===== src/hw/rtl/ptdc_pkg.sv =====
// shared types and constants for the push-to-talk delay controller
`default_nettype none

package ptdc_pkg;

   // number of usable output pins; pin numbers at or above this are rejected
   localparam int PIN_COUNT = 3;
   // width of the pin level vector
   localparam int PIN_W = 3;
   // pin driving the inverted ptt line
   localparam logic [1:0] INVERTED_PIN = 2'd2;
   // pin levels after reset: inverted line high
   localparam logic [PIN_W-1:0] PIN_RESET_LEVELS = 3'b100;
   // longest delay that can be programmed, in 1/1024 s ticks
   localparam logic [15:0] DELAY_MAX = 16'hFFFF;

   // operation codes
   localparam logic [1:0] OP_TICK = 2'd0;
   localparam logic [1:0] OP_SET  = 2'd1;
   localparam logic [1:0] OP_ARM  = 2'd2;
   localparam logic [1:0] OP_EDGE = 2'd3;

   // set action codes
   localparam logic [1:0] ACT_ON     = 2'd0;
   localparam logic [1:0] ACT_OFF    = 2'd1;
   localparam logic [1:0] ACT_TOGGLE = 2'd2;

   // reported ptt state codes
   localparam logic [1:0] PTT_IDLE     = 2'd0;
   localparam logic [1:0] PTT_DELAY    = 2'd1;
   localparam logic [1:0] PTT_SIG_WAIT = 2'd2;

   // controller mode, one-hot
   typedef enum logic [2:0] {
      MODE_IDLE     = 3'b001,
      MODE_DELAY    = 3'b010,
      MODE_SIG_WAIT = 3'b100
   } mode_type;

   // request transaction
   typedef struct packed {
      logic [1:0]  operation;
      logic [1:0]  pin_number;
      logic [1:0]  action;
      logic [19:0] delay_ticks;
      logic        wait_signal;
   } req_type;

   // response transaction
   typedef struct packed {
      logic [PIN_W-1:0] pin_levels;
      logic             tone_on;
      logic [1:0]       ctrl_state;
      logic [15:0]      granted_delay;
      logic             rejected;
   } rsp_type;

endpackage

`default_nettype wire


===== src/hw/rtl/push_to_talk_delay_controller.sv =====
// Push-to-talk delay controller top level: request register, core, response register.
// The request is held in the request register, then the state update is written
// into the response register.
// Throughput: one transaction per cycle while rsp_stall is low.
// Reset: synchronous; pins go to 100b, tone off, idle, delay and count cleared.
`default_nettype none

module push_to_talk_delay_controller (
   input  wire logic               clock,
   input  wire logic               reset,
   input  wire logic               req_valid,
   output logic                    req_stall,
   input  wire ptdc_pkg::req_type  req_item,
   output logic                    rsp_valid,
   input  wire logic               rsp_stall,
   output ptdc_pkg::rsp_type       rsp_item
);

   logic              hold_valid_ff, hold_valid_in;
   ptdc_pkg::req_type hold_item_ff;
   logic              rsp_valid_ff, rsp_valid_in;
   ptdc_pkg::rsp_type rsp_item_ff;
   ptdc_pkg::rsp_type core_rsp;
   logic              advance;
   logic              req_take;

   // handshake control
   assign advance       = hold_valid_ff && (!rsp_valid_ff || !rsp_stall);
   assign req_stall     = hold_valid_ff && !advance;
   assign req_take      = req_valid && !req_stall;
   assign hold_valid_in = req_take || (hold_valid_ff && !advance);
   assign rsp_valid_in  = advance || (rsp_valid_ff && rsp_stall);

   // request register
   always_ff @(posedge clock) begin
      if (reset) begin
         hold_valid_ff <= 1'b0;
      end else begin
         hold_valid_ff <= hold_valid_in;
      end
   end

   always_ff @(posedge clock) begin
      if (req_take) begin
         hold_item_ff <= req_item;
      end
   end

   ptdc_core u_core (
      .clock (clock),
      .reset (reset),
      .en    (advance),
      .item  (hold_item_ff),
      .rsp   (core_rsp)
   );

   // response register
   always_ff @(posedge clock) begin
      if (reset) begin
         rsp_valid_ff <= 1'b0;
      end else begin
         rsp_valid_ff <= rsp_valid_in;
      end
   end

   always_ff @(posedge clock) begin
      if (advance) begin
         rsp_item_ff <= core_rsp;
      end
   end

   assign rsp_valid = rsp_valid_ff;
   assign rsp_item  = rsp_item_ff;

endmodule

`default_nettype wire


===== src/hw/rtl/ptdc_core.sv =====
// controller state and its update for one request
`default_nettype none

module ptdc_core (
   input  wire logic               clock,
   input  wire logic               reset,
   input  wire logic               en,
   input  wire ptdc_pkg::req_type  item,
   output ptdc_pkg::rsp_type       rsp
);

   logic [ptdc_pkg::PIN_W-1:0] pin_out_ff, pin_out_in;
   logic                       tone_ff, tone_in;
   ptdc_pkg::mode_type         mode_ff, mode_in;
   logic [15:0]                delay_ff, delay_in;
   logic [15:0]                remaining_ff, remaining_in;
   logic [1:0]                 pending_ff, pending_in;

   logic                       pin_ok;
   logic                       set_en;
   logic [1:0]                 set_pin;
   logic [1:0]                 set_act;
   logic [15:0]                sat_delay;
   logic [15:0]                rem_dec;
   logic                       rej;
   logic [ptdc_pkg::PIN_W-1:0] sel_bit;
   logic [ptdc_pkg::PIN_W-1:0] inv_bit;
   logic [ptdc_pkg::PIN_W-1:0] toggled;

   // operand decode
   assign pin_ok    = int'(item.pin_number) < ptdc_pkg::PIN_COUNT;
   assign sat_delay = (|item.delay_ticks[19:16]) ? ptdc_pkg::DELAY_MAX
                                                 : item.delay_ticks[15:0];
   assign rem_dec   = (remaining_ff != 16'd0) ? remaining_ff - 16'd1 : 16'd0;
   assign inv_bit   = ptdc_pkg::PIN_W'(3'b001) << ptdc_pkg::INVERTED_PIN;

   // next state
   always_comb begin
      pin_out_in   = pin_out_ff;
      tone_in      = tone_ff;
      mode_in      = mode_ff;
      delay_in     = delay_ff;
      remaining_in = remaining_ff;
      pending_in   = pending_ff;
      set_en       = 1'b0;
      set_pin      = item.pin_number;
      set_act      = item.action;
      rej          = 1'b0;

      case (item.operation)
         ptdc_pkg::OP_TICK: begin
            if (mode_ff == ptdc_pkg::MODE_DELAY) begin
               remaining_in = rem_dec;
               if (rem_dec == 16'd0) begin
                  set_en  = 1'b1;
                  set_pin = pending_ff;
                  set_act = ptdc_pkg::ACT_ON;
               end
            end
         end
         ptdc_pkg::OP_SET: begin
            if (!pin_ok) begin
               rej = 1'b1;
            end else begin
               set_en = 1'b1;
            end
         end
         ptdc_pkg::OP_ARM: begin
            if (!pin_ok) begin
               rej = 1'b1;
            end else begin
               pending_in = item.pin_number;
               if (!item.wait_signal) begin
                  // counting starts at once, so at least one tick
                  delay_in     = (sat_delay == 16'd0) ? 16'd1 : sat_delay;
                  remaining_in = (sat_delay == 16'd0) ? 16'd1 : sat_delay;
                  mode_in      = ptdc_pkg::MODE_DELAY;
               end else begin
                  delay_in = sat_delay;
                  mode_in  = ptdc_pkg::MODE_SIG_WAIT;
               end
            end
         end
         ptdc_pkg::OP_EDGE: begin
            if (mode_ff == ptdc_pkg::MODE_SIG_WAIT) begin
               if (delay_ff == 16'd0) begin
                  set_en  = 1'b1;
                  set_pin = pending_ff;
                  set_act = ptdc_pkg::ACT_ON;
               end else begin
                  mode_in      = ptdc_pkg::MODE_DELAY;
                  remaining_in = delay_ff;
               end
            end
         end
         default: begin
         end
      endcase

      // selected pin and its toggled levels
      sel_bit = ptdc_pkg::PIN_W'(3'b001) << set_pin;
      toggled = pin_out_ff ^ sel_bit;

      // pin set: cancels any pending delay
      if (set_en) begin
         mode_in      = ptdc_pkg::MODE_IDLE;
         remaining_in = 16'd0;
         case (set_act)
            ptdc_pkg::ACT_ON: begin
               pin_out_in = (pin_out_ff | sel_bit) & ~inv_bit;
               tone_in    = 1'b1;
            end
            ptdc_pkg::ACT_OFF: begin
               pin_out_in = (pin_out_ff & ~sel_bit) | inv_bit;
               tone_in    = 1'b0;
            end
            ptdc_pkg::ACT_TOGGLE: begin
               pin_out_in = toggled;
               tone_in    = |(toggled & sel_bit);
            end
            default: begin
            end
         endcase
      end
   end

   // state registers
   always_ff @(posedge clock) begin
      if (reset) begin
         pin_out_ff   <= ptdc_pkg::PIN_RESET_LEVELS;
         tone_ff      <= 1'b0;
         mode_ff      <= ptdc_pkg::MODE_IDLE;
         delay_ff     <= 16'd0;
         remaining_ff <= 16'd0;
         pending_ff   <= 2'd0;
      end else if (en) begin
         pin_out_ff   <= pin_out_in;
         tone_ff      <= tone_in;
         mode_ff      <= mode_in;
         delay_ff     <= delay_in;
         remaining_ff <= remaining_in;
         pending_ff   <= pending_in;
      end
   end

   // response from the updated state
   always_comb begin
      rsp.pin_levels    = pin_out_in;
      rsp.tone_on       = tone_in;
      rsp.granted_delay = delay_in;
      rsp.rejected      = rej;
      case (mode_in)
         ptdc_pkg::MODE_DELAY:    rsp.ctrl_state = ptdc_pkg::PTT_DELAY;
         ptdc_pkg::MODE_SIG_WAIT: rsp.ctrl_state = ptdc_pkg::PTT_SIG_WAIT;
         default:                 rsp.ctrl_state = ptdc_pkg::PTT_IDLE;
      endcase
   end

   // counting never sits on a zero count
   a_delay_nonzero: assert property (@(posedge clock) disable iff (reset)
      mode_ff == ptdc_pkg::MODE_DELAY |-> remaining_ff != 16'd0)
      else $error("delay mode with zero remaining count");

   // only set and arm can be rejected
   a_reject_ops: assert property (@(posedge clock) disable iff (reset)
      en && rsp.rejected |->
         item.operation == ptdc_pkg::OP_SET || item.operation == ptdc_pkg::OP_ARM)
      else $error("rejection on tick or edge");

   // a tick outside delay mode leaves the pins alone
   a_idle_tick: assert property (@(posedge clock) disable iff (reset)
      en && item.operation == ptdc_pkg::OP_TICK && mode_ff != ptdc_pkg::MODE_DELAY
      |=> $stable(pin_out_ff))
      else $error("pins changed on an idle tick");

   // signal wait is entered only by an arm
   a_sig_wait_entry: assert property (@(posedge clock) disable iff (reset)
      en && item.operation != ptdc_pkg::OP_ARM && mode_ff != ptdc_pkg::MODE_SIG_WAIT
      |=> mode_ff != ptdc_pkg::MODE_SIG_WAIT)
      else $error("signal wait entered without an arm");

endmodule

`default_nettype wire

===== config.mk =====
export PLATFORM = sky130hd
export DESIGN_NAME = push_to_talk_delay_controller
export DESIGN_NICKNAME = d
export VERILOG_FILES = /design/src/hw/rtl/ptdc_pkg.sv /design/src/hw/rtl/push_to_talk_delay_controller.sv /design/src/hw/rtl/ptdc_core.sv
export SDC_FILE = /design/constraint.sdc
export NUM_CORES = 1
export LEC_CHECK = 0
export BUFFER_PORTS_ARGS = -buffer_cell sky130_fd_sc_hd__buf_2
export CORE_MARGIN = 10
export CORE_UTILIZATION = 60
export DETAILED_ROUTE_END_ITERATION = 12
export GPL_TIMING_DRIVEN = 0
export PLACE_DENSITY = 0.82
export SETUP_SLACK_MARGIN = 0.1
export SLEW_MARGIN = 30
export SYNTH_ARGS = -nofsm -noshare
export SYNTH_HDL_FRONTEND = slang
export SYNTH_HIERARCHICAL = 1
export SYNTH_SLANG_ARGS = --single-unit
export TNS_END_PERCENT = 30

===== constraint.sdc =====
create_clock -name clock -period 5.8 [get_ports clock]
set_input_delay 0.58 -clock clock [delete_from_list [all_inputs] [get_ports clock]]
set_output_delay 0.58 -clock clock [all_outputs]
set_load 0.01 [all_outputs]

==> impl_results.md, run 1 <==
- Worst Skew: about 0.013 ns
- Initial drt markers: 510
- Crit Path Class: register to register
- Clk sinks: 93
- Initial antenna violation count: 0
- Crit path required time: 5.94 ns
- CP Buf/Inv Count: 1
- Status: finished clean
- Ant diodes: 0
- Cell Pwr Density: between 200 and 300 nW/um2
- Post-DP HPWL: 9.84 mm
- Clk_lat worst skew: 0.38 ns
- Nets: 624
- Post-Route Setup TNS: 0 ns
- Tcrit/Tclk final: 0.708
- Synth top area cells: edfxtp_1 (31%), dfxtp_1 (18%), nand2_1 (5.4%), nor2_1 (5.1%), a21oi_1 (3.5%)
- Ys flop type: edfxtp_1
- Io pins: 56
- Cell count after synthesis: 512
- Peak supply drop: roughly 0.00017 V
- Syn Std Cell Area: 4830 um2
- Top cells by count, synth: nand2_1 (70), nor2_1 (65), edfxtp_1 (50), dfxtp_1 (43), a21oi_1 (34)
- Post-CTS Setup Bufs: 0
- Hold Path Class: primary input to register
- Synth Register Bits: 93
- Normalized max-slew margin: 0.396
- Syn nets: about 560
- Post-layout min period: 4.11 ns
- Post-route DRC violation count: 0
- Startpoint types: register
- DIE HEIGHT: 110 um
- Worst path slowest cell: dfxtp_1
- CP max FO: 7
- Hold slack: 0.368 ns
- Starting Density: 0.621
- CP cell instances: inv_1 -> ha_1 -> nor2b_1 -> nand4_1 -> mux2i_1 -> nand3_1 -> or2_4 -> a21oi_1 -> mux2i_1 -> a21bo_2 -> ha_1 -> a41oi_1 -> o211ai_2 -> mux2_2
- Layout cells sized above 1: 0.190
- Htree depth: 3
- Most common cell in the netlist: nand2_1
- Number of synthesized flops with an enable pin: 50
- First-pass GRT wire length: 21.2 mm
- Crit path largest cell delay: 0.41 ns
- Synth top area share: 0.311
- WP data arrival: 4.25 ns
- CTS clk-pin slew, worst paths: 0.10 ns
- Leak: ~2.1 nW
- Total gr overflow: 0
- Via/cell ratio: 6.34
- Total CTS buffers: 9
- Drt first pass iters: 6
- Final hold vios: 0
- Routability cong.: slightly below 1
- Worst Max-Slew Pin Slew: 0.894 ns
- Final-report setup violation count: 0
- Ys async rst share: 0
- Vias in the first global route: 4230
- CP top delay family: simple AND/OR/NAND/NOR gates
- Crit path capture type: register
- GRT Util Overall: 0.225
- CTS tree: done
- Vias: 4356
- Synth area leader: edfxtp_1
- Register area share after synthesis: 0.489
- Core box area: 7770 um2
- Rows: 32
- Port buffer count: 55
- Fill count: 576
- Area grow syn2layout: 13.9%
- Clock tree buffer depth: 2
- Routed WL per cell: 19.1 um
- Post-CTS sizing: 0
- WL final: 13.1 mm
- CTS Hold Bufs: 0
- Slew Viols, Final: 0
- RSZ-0062 raised after global routing: false
- Syn avg cell area: 9.43 um2
- CTS Root Cell: clkbuf_8
- Distinct cells, synth: 78
- Flop-to-flop setup slack: 1.69 ns
- Routed Antenna Nets: 0
- Pin count of the biggest net entering global routing: 22
- Maximum clock rate: 0.243 GHz
- Warnings from Yosys: 6
- Die X-Extent: 110 um
- Die ar.: 12000 um2
- Max_cap viols: 0
[worst paths after layout]
kind | startpoint | to | cells after the start
setup reg to reg | u_core/remaining_ff[0]$_SDFFE_PP0P_ | rsp_item[21]$_DFFE_PP_ | 14
hold / removal | req_item[13] | hold_item_ff[13]$_DFFE_PP_ | 1
setup / recovery | u_core/remaining_ff[0]$_SDFFE_PP0P_ | rsp_item[21]$_DFFE_PP_ | 14
hold reg to reg | u_core/remaining_ff[15]$_SDFFE_PP0P_ | u_core/remaining_ff[15]$_SDFFE_PP0P_ | 2
[routing by layer]
| layer | track usage | part of all wire | wire, um | up-vias |
|---|---|---|---|---|
| met4 | 0.105 | 0.037 | 485 | 0 |
| met3 | 0.0497 | 0.085 | 1110 | 52 |
| met2 | 0.369 | 0.48 | 6290 | 246 |
| li1 | - | - | - | 1998 |
| met1 | 0.276 | 0.40 | 5230 | 2060 |
| met5 | 0 | 0 | 0 | - |
[sequential cells by signal (all words and copies together) (netlist names)]
signal / cells
hold_item_ff: 27
rsp_item: 23
u_core/delay_ff: 16
u_core/remaining_ff: 16
u_core/mode_ff: 3
u_core/pin_out_ff: 3
u_core/pending_ff: 2
hold_valid_ff: 1
rsp_valid: 1
u_core/tone_ff: 1
[logic make-up after synthesis]
kind of cell	synth area share
AO/OA/AOI/OAI	0.180
XOR/XNOR	0.0109
adder cells (fa/ha/maj)	0.0337
buffers and inverters	0.0422
flip-flops	0.489
multiplexers	0.0257
AND/OR/NAND/NOR	0.219
[per-stage QoR]
step	area, um2	setup slack (ns)	utilization	total power, W	std cells
floorplan	4830	2.16	-	0.000942	512
global placement	5230	0.785	0.673	0.00102	669
detailed placement	5290	1.73	0.681	0.00103	671
CTS	5500	1.71	0.708	0.00146	687
global route	5500	1.44	0.708	0.00151	687
finish	5500	1.69	0.708	0.00145	687
[power breakdown]
part           total, W  leakage (nW)  switching [W]  internal, W
combinational  0.000270          1.16       0.000167     0.000103
clock          0.000434         0.103       0.000263     0.000171
sequential     0.000747         0.830      0.0000213     0.000726
total           0.00145          2.10       0.000452      0.00100
[final cells by class]
| class | instances | area, um2 | area share |
|---|---|---|---|
| Buffer | 29 | 140 | 0.0255 |
| Sequential cell | 93 | 2360 | 0.430 |
| Multi-Input combinational cell | 373 | 2280 | 0.415 |
| Clock buffer | 9 | 124 | 0.0225 |
| Tap cell | 102 | 128 | 0.0232 |
| Clock inverter | 7 | 81.3 | 0.0148 |
| Timing Repair Buffer | 57 | 318 | 0.0578 |
| Inverter | 17 | 63.8 | 0.0116 |
[layout by cell type (no fill, tap or decap), drive strengths merged, types with 3 or more instances in the layout]
master and n:
ha 13, o32ai 4, clkbuf 27, nor4 8, nand2b 7, xor2 3, nand3 14, edfxtp 50
mux2i 9, or3 4, a21oi 36, xnor2 3, nor3 17, a22oi 3, nor2 65, dfxtp 43
mux2 3, o211ai 4, a31oi 5, buf 68, o21a 4, o221ai 11, nand4 5, o21ai 35
nor2b 5, a211oi 4, nand2 70, clkinv 6, inv 18, a21boi 3
Note: power is estimated with default switching activity, not from simulation.
==> inputs of run 2 (changes only) <==
--- a/config.mk
+++ b/config.mk
@@ -7,10 +7,10 @@
 export LEC_CHECK = 0
 export BUFFER_PORTS_ARGS = -buffer_cell sky130_fd_sc_hd__buf_2
 export CORE_MARGIN = 10
-export CORE_UTILIZATION = 60
+export CORE_UTILIZATION = 58
 export DETAILED_ROUTE_END_ITERATION = 12
 export GPL_TIMING_DRIVEN = 0
-export PLACE_DENSITY = 0.82
+export PLACE_DENSITY = 0.79
 export SETUP_SLACK_MARGIN = 0.1
 export SLEW_MARGIN = 30
 export SYNTH_ARGS = -nofsm -noshare
==> constraint.sdc (replaced) <==
create_clock -name clock -period 4.03 [get_ports clock]
set_input_delay 0.403 -clock clock [delete_from_list [all_inputs] [get_ports clock]]
set_output_delay 0.403 -clock clock [all_outputs]
set_load 0.01 [all_outputs]
==> impl_results.md, run 2 (synthesis gave the netlist of run 1 again) <==
- Vias in the first global route: 4121 (-2.6%)
- Routed WL per cell: 18.7 um (-2.1%)
- Max_cap viols: 0 (unchanged)
- Pin count of the biggest net entering global routing: 21 (-4.5%)
- Max reg flops: 27 (unchanged)
- Hold depth: 1 (unchanged)
- Layout Cells excl Fill: 691 (+0.58%)
- Cell Pwr Density: 375 nW/um2 (+42%)
- Clk pwr share: 0.290 (-0.009)
- Worst path slowest cell: dfxtp_1
- Post-route DRC violation count: 0 (unchanged)
- Starting Density: 0.590 (-0.0310)
- Core box area: 8180 um2 (+5.3%)
- Clk_lat worst skew: 0.37 ns (about the same)
- Drt first pass iters: 5 (-1)
- Clk sinks: 93 (unchanged)
- Fill count: 698 (+21%)
- Total CTS buffers: 9 (unchanged)
- Via/cell ratio: 6.20 (-2.2%)
- Share of power burned in registers: 0.521 (+0.006)
- Final-report setup violation count: 0 (unchanged)
- Total gr overflow: 0 (unchanged)
- Worst Max-Slew Pin Slew: 0.805 ns (-0.0886 ns)
- RSZ-0062 raised after global routing: false
- WP data arrival: 3.87 ns (-0.38 ns)
- Hold_sp: req_item[25]
- Ant diodes: 0 (unchanged)
- Post-layout min period: 3.75 ns (-0.360 ns)
- Psw: 0.000627 W (+39%)
- First-pass GRT wire length: 21.1 mm (-0.42%)
- Internal power: 0.00144 W (+44%)
- Leak: 2.10 nW (+0.40%)
- DIE HEIGHT: 111 um (+1.4%)
- Worst Skew: 0.0101 ns (-0.00325 ns)
- Startpoint types: register
- Clock tree buffer depth: 2 (unchanged)
- Pre-CTS setup slack: -0.107 ns (-1.84 ns)
- Worst Hold End: hold_item_ff[25]$_DFFE_PP_
- Maximum clock rate: 0.267 GHz (+9.6%)
- Rows: 33 (+3.1%)
- Io pins: 56 (unchanged)
- CP max FO: 7 (unchanged)
- Routed Antenna Nets: 0 (unchanged)
- Nets: 625 (+0.16%)
- Normalized max-slew margin: 0.456 (+0.0598)
- Switching share of total power: 0.304 (-0.00731)
- WL final: 12.9 mm (-1.5%)
- Initial antenna violation count: 0 (unchanged)
- Vias: 4285 (-1.6%)
- Worst setup margin: 0.282 ns (-1.41 ns)
- Most frequent cells in the layout: nand2_1 (70), nor2_1 (64), buf_2 (60), edfxtp_1 (50), dfxtp_1 (43)
- Initial drt markers: 341 (-33%)
- CTS clk-pin slew, worst paths: 0.10 ns (about the same)
- Crit path largest cell delay: 0.40 ns (about the same)
- CTS Root Cell: clkbuf_8
- Htree depth: 3 (unchanged)
- Peak supply drop: 0.000261 V (+56%)
- Final hold vios: 0 (unchanged)
- Crit Path Class: register to register
- Area grow syn2layout: 14.1%
- Worst reg2reg path depth: 14 (unchanged)
- Slew Viols, Final: 0 (unchanged)
- Flop-to-flop setup slack: 0.28 ns (-1.41 ns)
- Routability cong.: 0.942 (-3.5%)
- DP Cell Count: 674 (+0.45%)
- Die X-Extent: 111 um (+1.4%)
- Most common cell after layout, fill and taps aside: nand2_1
- R2r startpoint: u_core/remaining_ff[0]$_SDFFE_PP0P_
- Layout cells sized above 1: 0.198 (+0.00821)
- Post-DP HPWL: 9.95 mm (+1.0%)
- Status: finished clean
- GRT Util Overall: 0.206 (-0.0189)
- Die ar.: 12400 um2 (+2.8%)
- CP cell instances: inv_1 -> ha_2 -> nor2b_4 -> nand4_1 -> mux2i_2 -> nand3_1 -> or2_4 -> a21oi_2 -> mux2i_1 -> a21bo_2 -> ha_1 -> a41oi_1 -> o211ai_2 -> mux2_2
- Power share of the combinational group: 0.189 (+0.003)
- Biggest register: hold_item_ff
- Crit path capture type: register
- CTS Hold Bufs: 0 (unchanged)
- Area of the multi-input gates: 2300 um2 (+0.77%)
- Hold Path Class: primary input to register
- Port buffer count: 55 (unchanged)
- Crit path required time: 4.15 ns (-1.79 ns)
- Reg-to-reg endpoint: rsp_item[21]$_DFFE_PP_
- Tcrit/Tclk final: 0.930 (+0.222)
- CTS tree: done
- Register Area: 2360 um2 (unchanged)
[run 2: cell count changes in the layout (fill, tap and decap cells not counted), sizes merged]
cell    before  now
inv         18   20
clkinv       6    4
buf         68   69
[run 2: area by class of cell]
type                       count  area share
multi-input combinational    373       0.417
buffer                        29      0.0254
inverter                      17      0.0116
sequential                    93       0.429
tap                          105      0.0238
clock inverter                 7      0.0118
timing repair buffer          58      0.0591
clock buffer                   9      0.0225
[run 2: per-layer routing]
metal	GRT usage	share of wire	up-vias
met2	0.341	0.49	236
met1	0.257	0.40	2025
met4	0.0626	0.020	0
met3	0.0525	0.086	23
met5	0	0	-
li1	-	-	2001
[run 2: worst max-delay path, delay by kind of cell, from the launching register on]
kind	cells	cell delay, ns
simple gates	4	0.91
mux	3	0.80
compound gates	4	0.77
fa+ha+maj	2	0.50
flops	1	0.40
buf+inv	1	0.12
[run 2: power by group through the flow]
stage	registers (W)	logic [W]	clock network [W]
after CTS	0.00107	0.000382	0.000609
final	0.00108	0.000390	0.000598
after detailed placement	0.00110	0.000377	0
after global placement	0.00110	0.000362	0
after global routing	0.00108	0.000426	0.000650
after floorplan	0.00110	0.000260	0
[run 2: repair_timing]
| action | 4_1_cts | 5_1_grt |
|---|---|---|
| setup buffers | 0 | 1 |
| endpoints found under the setup margin | 4 | 4 |
| resized for setup | 3 | 2 |
[run 2: how the worst max path moves through the flow]
stage	from	to	slack, ns	depth (start not counted)
detailed placement	u_core/remaining_ff[0]$_SDFFE_PP0P_	rsp_item[21]$_DFFE_PP_	-0.11	14
CTS	u_core/remaining_ff[0]$_SDFFE_PP0P_	rsp_item[21]$_DFFE_PP_	0.15	14
finish	u_core/remaining_ff[0]$_SDFFE_PP0P_	rsp_item[21]$_DFFE_PP_	0.28	14
global placement	rsp_stall	u_core/remaining_ff[12]$_SDFFE_PP0P_	-0.52	8
global route	u_core/remaining_ff[0]$_SDFFE_PP0P_	rsp_item[21]$_DFFE_PP_	0.1	14
floorplan	rsp_stall	u_core/remaining_ff[15]$_SDFFE_PP0P_	0.56	7
[run 2: through the flow]
stage | util | instance area, um2 | TNS (ns) | power (W) | hold slack [ns]
2_1_floorplan | - | 4830 | 0 | 0.00136 | 0.449
3_3_place_gp | 0.640 | 5230 | -9.87 | 0.00146 | 0.464
3_5_place_dp | 0.648 | 5300 | -0.134 | 0.00147 | 0.472
4_1_cts | 0.672 | 5500 | 0 | 0.00207 | 0.193
5_1_grt | 0.674 | 5510 | 0 | 0.00216 | 0.181
6_report | 0.674 | 5510 | 0 | 0.00206 | 0.201
==> inputs of run 3 (changes only) <==
==> constraint.sdc (replaced) <==
create_clock -name clock -period 4.03 [get_ports clock]
set_input_delay 0.2015 -clock clock [delete_from_list [all_inputs] [get_ports clock]]
set_output_delay 0.2015 -clock clock [all_outputs]
set_load 0.01 [all_outputs]
==> impl_results.md, run 3 (synthesis gave the netlist of run 1 again) <==
- Initial drt markers: 507 (+49%)
- Via/cell ratio: 6.14 (-0.93%)
- Routability cong.: 0.942 (unchanged)
- Pin count of the biggest net entering global routing: 21 (unchanged)
- Clk pwr share: 0.287 (-0.003)
- Tcrit/Tclk final: 0.918 (-0.0118)
- GRT Util Overall: 0.214 (+0.00779)
- Most frequent cells in the layout: nand2_1 (70), nor2_1 (64), buf_2 (60), edfxtp_1 (50), dfxtp_1 (43)
- Post-layout min period: 3.70 ns (-0.0475 ns)
- CTS Root Cell: clkbuf_8
- Io pins: 56 (unchanged)
- Die X-Extent: 111 um (unchanged)
- Normalized max-slew margin: 0.489 (+0.0329)
- WL final: 13.6 mm (+5.3%)
- Clk sinks: 93 (unchanged)
- Routed Antenna Nets: 0 (unchanged)
- Worst Max-Slew Pin Slew: 0.763 ns (-0.0425 ns)
- Final hold vios: 0 (unchanged)
- Finished layout cell area: 5770 um2 (+4.8%)
- Clk_lat worst skew: 0.37 ns (about the same)
- Internal power: 0.00146 W (+1.3%)
- Rows: 33 (unchanged)
- Ant diodes: 0 (unchanged)
- Status: finished clean
- Layout cells sized above 1: 0.192 (-0.00546)
- Area grow syn2layout: 19.6%
- CTS clk-pin slew, worst paths: 0.10 ns (about the same)
- Peak supply drop: 0.000268 V (+2.6%)
- Post-Route Setup TNS: 0 ns (unchanged)
- Htree depth: 3 (unchanged)
- Cell Pwr Density: 363 nW/um2 (-3.2%)
- Crit Path Class: register to register
- Max_cap viols: 0 (unchanged)
- Switching share of total power: 0.305 (+0.00111)
- Power share of the combinational group: 0.199 (+0.010)
- Crit path required time: 4.15 ns (about the same)
- Startpoint types: register
- First-pass GRT wire length: 21.9 mm (+3.7%)
- Worst Skew: 0.0135 ns (+0.00334 ns)
- Worst reg2reg path depth: 14 (unchanged)
- Hold depth: 1 (unchanged)
- Post-route DRC violation count: 0 (unchanged)
- Share of power burned in registers: 0.514 (-0.007)
- Starting Density: 0.590 (unchanged)
- Vias in the first global route: 4296 (+4.2%)
- Max reg flops: 27 (unchanged)
- Crit path capture type: register
- DP Area: 5300 um2 (unchanged)
- RSZ-0062 raised after global routing: false
- Psw: 0.000639 W (+1.8%)
- Initial antenna violation count: 0 (unchanged)
- Hold Path Class: primary input to register
- Total gr overflow: 0 (unchanged)
- Die ar.: 12400 um2 (unchanged)
- Most common cell after layout, fill and taps aside: nand2_1
- Leak: 2.22 nW (+5.4%)
- WP data arrival: 3.82 ns (-0.05 ns)
- Post-DP HPWL: 9.95 mm (unchanged)
- CP max FO: 7 (unchanged)
- Drt first pass iters: 5 (unchanged)
- Nets: 652 (+4.3%)
- Final-report setup violation count: 0 (unchanged)
- Clock tree buffer depth: 2 (unchanged)
- Core box area: 8180 um2 (unchanged)
- Total CTS buffers: 9 (unchanged)
- Port buffer count: 55 (unchanged)
- Maximum clock rate: 0.270 GHz (+1.3%)
- Routed WL per cell: 18.9 um (+1.4%)
- Hold slack: 0.0132 ns (-0.188 ns)
- Vias: 4411 (+2.9%)
- Biggest register: hold_item_ff
- DIE HEIGHT: 111 um (unchanged)
- CTS tree: done
- Slew Viols, Final: 0 (unchanged)
==> run 3: per-layer routing <==
metal	GRT usage	part of all wire
met5	0	0
met2	0.361	0.50
met3	0.0552	0.083
met4	0.0686	0.018
met1	0.258	0.40
==> run 3: final cells by class <==
type                            instances  area [um2]
Inverter                               17        63.8
Multi-Input combinational cell        373        2300
Tap cell                              105         131
Buffer                                 29         140
Sequential cell                        93        2360
Clock buffer                            9         124
Clock inverter                          7        65.1
Fill cell                             651        2400
Timing Repair Buffer                   85         591
==> run 3: worst max-delay path: stages, from the launching register on <==
cell and delay [ns]:
dfxtp_1 0.48, inv_1 0.11, ha_2 0.23, nor2b_4 0.15
and4_1 0.24, a211oi_2 0.26, nand3_1 0.14, or2_4 0.31
a21oi_2 0.21, mux2i_1 0.22, a21bo_2 0.26, ha_1 0.26
a41oi_1 0.18, o211ai_2 0.12, mux2_2 0.27
==> run 3: timing repair <==
action,in CTS,in global routing
pin swaps,0,0
hold endpoints to repair,19,6
hold buffers,19,6
setup buffers,0,3
endpoints found under the setup margin,4,4
resized for setup,3,2
==> run 3: worst paths after layout <==
kind	start	end	slack [ns]
max	u_core/remaining_ff[0]$_SDFFE_PP0P_	rsp_item[21]$_DFFE_PP_	0.33
min	req_item[21]	hold_item_ff[21]$_DFFE_PP_	0.01
max reg2reg	u_core/remaining_ff[0]$_SDFFE_PP0P_	rsp_item[21]$_DFFE_PP_	0.33
min reg2reg	u_core/remaining_ff[15]$_SDFFE_PP0P_	u_core/remaining_ff[15]$_SDFFE_PP0P_	0.49
==> run 3: power groups by stage <==
stage	registers, W	clock network, W	logic [W]
4_1_cts	0.00107	0.000609	0.000396
5_1_grt	0.00108	0.000653	0.000451
6_report	0.00108	0.000601	0.000417
2_1_floorplan	0.00110	0	0.000260
3_3_place_gp	0.00110	0	0.000362
3_5_place_dp	0.00110	0	0.000377
==> run 3: metrics by stage <==
step                power (W)  instances  worst slack [ns]   util
floorplan             0.00136        512             0.567      -
global placement      0.00146        672            -0.376  0.640
detailed placement    0.00147        674            -0.107  0.648
CTS                   0.00208        709             0.148  0.695
global route          0.00218        718             0.125  0.706
finish                0.00209        718             0.329  0.706
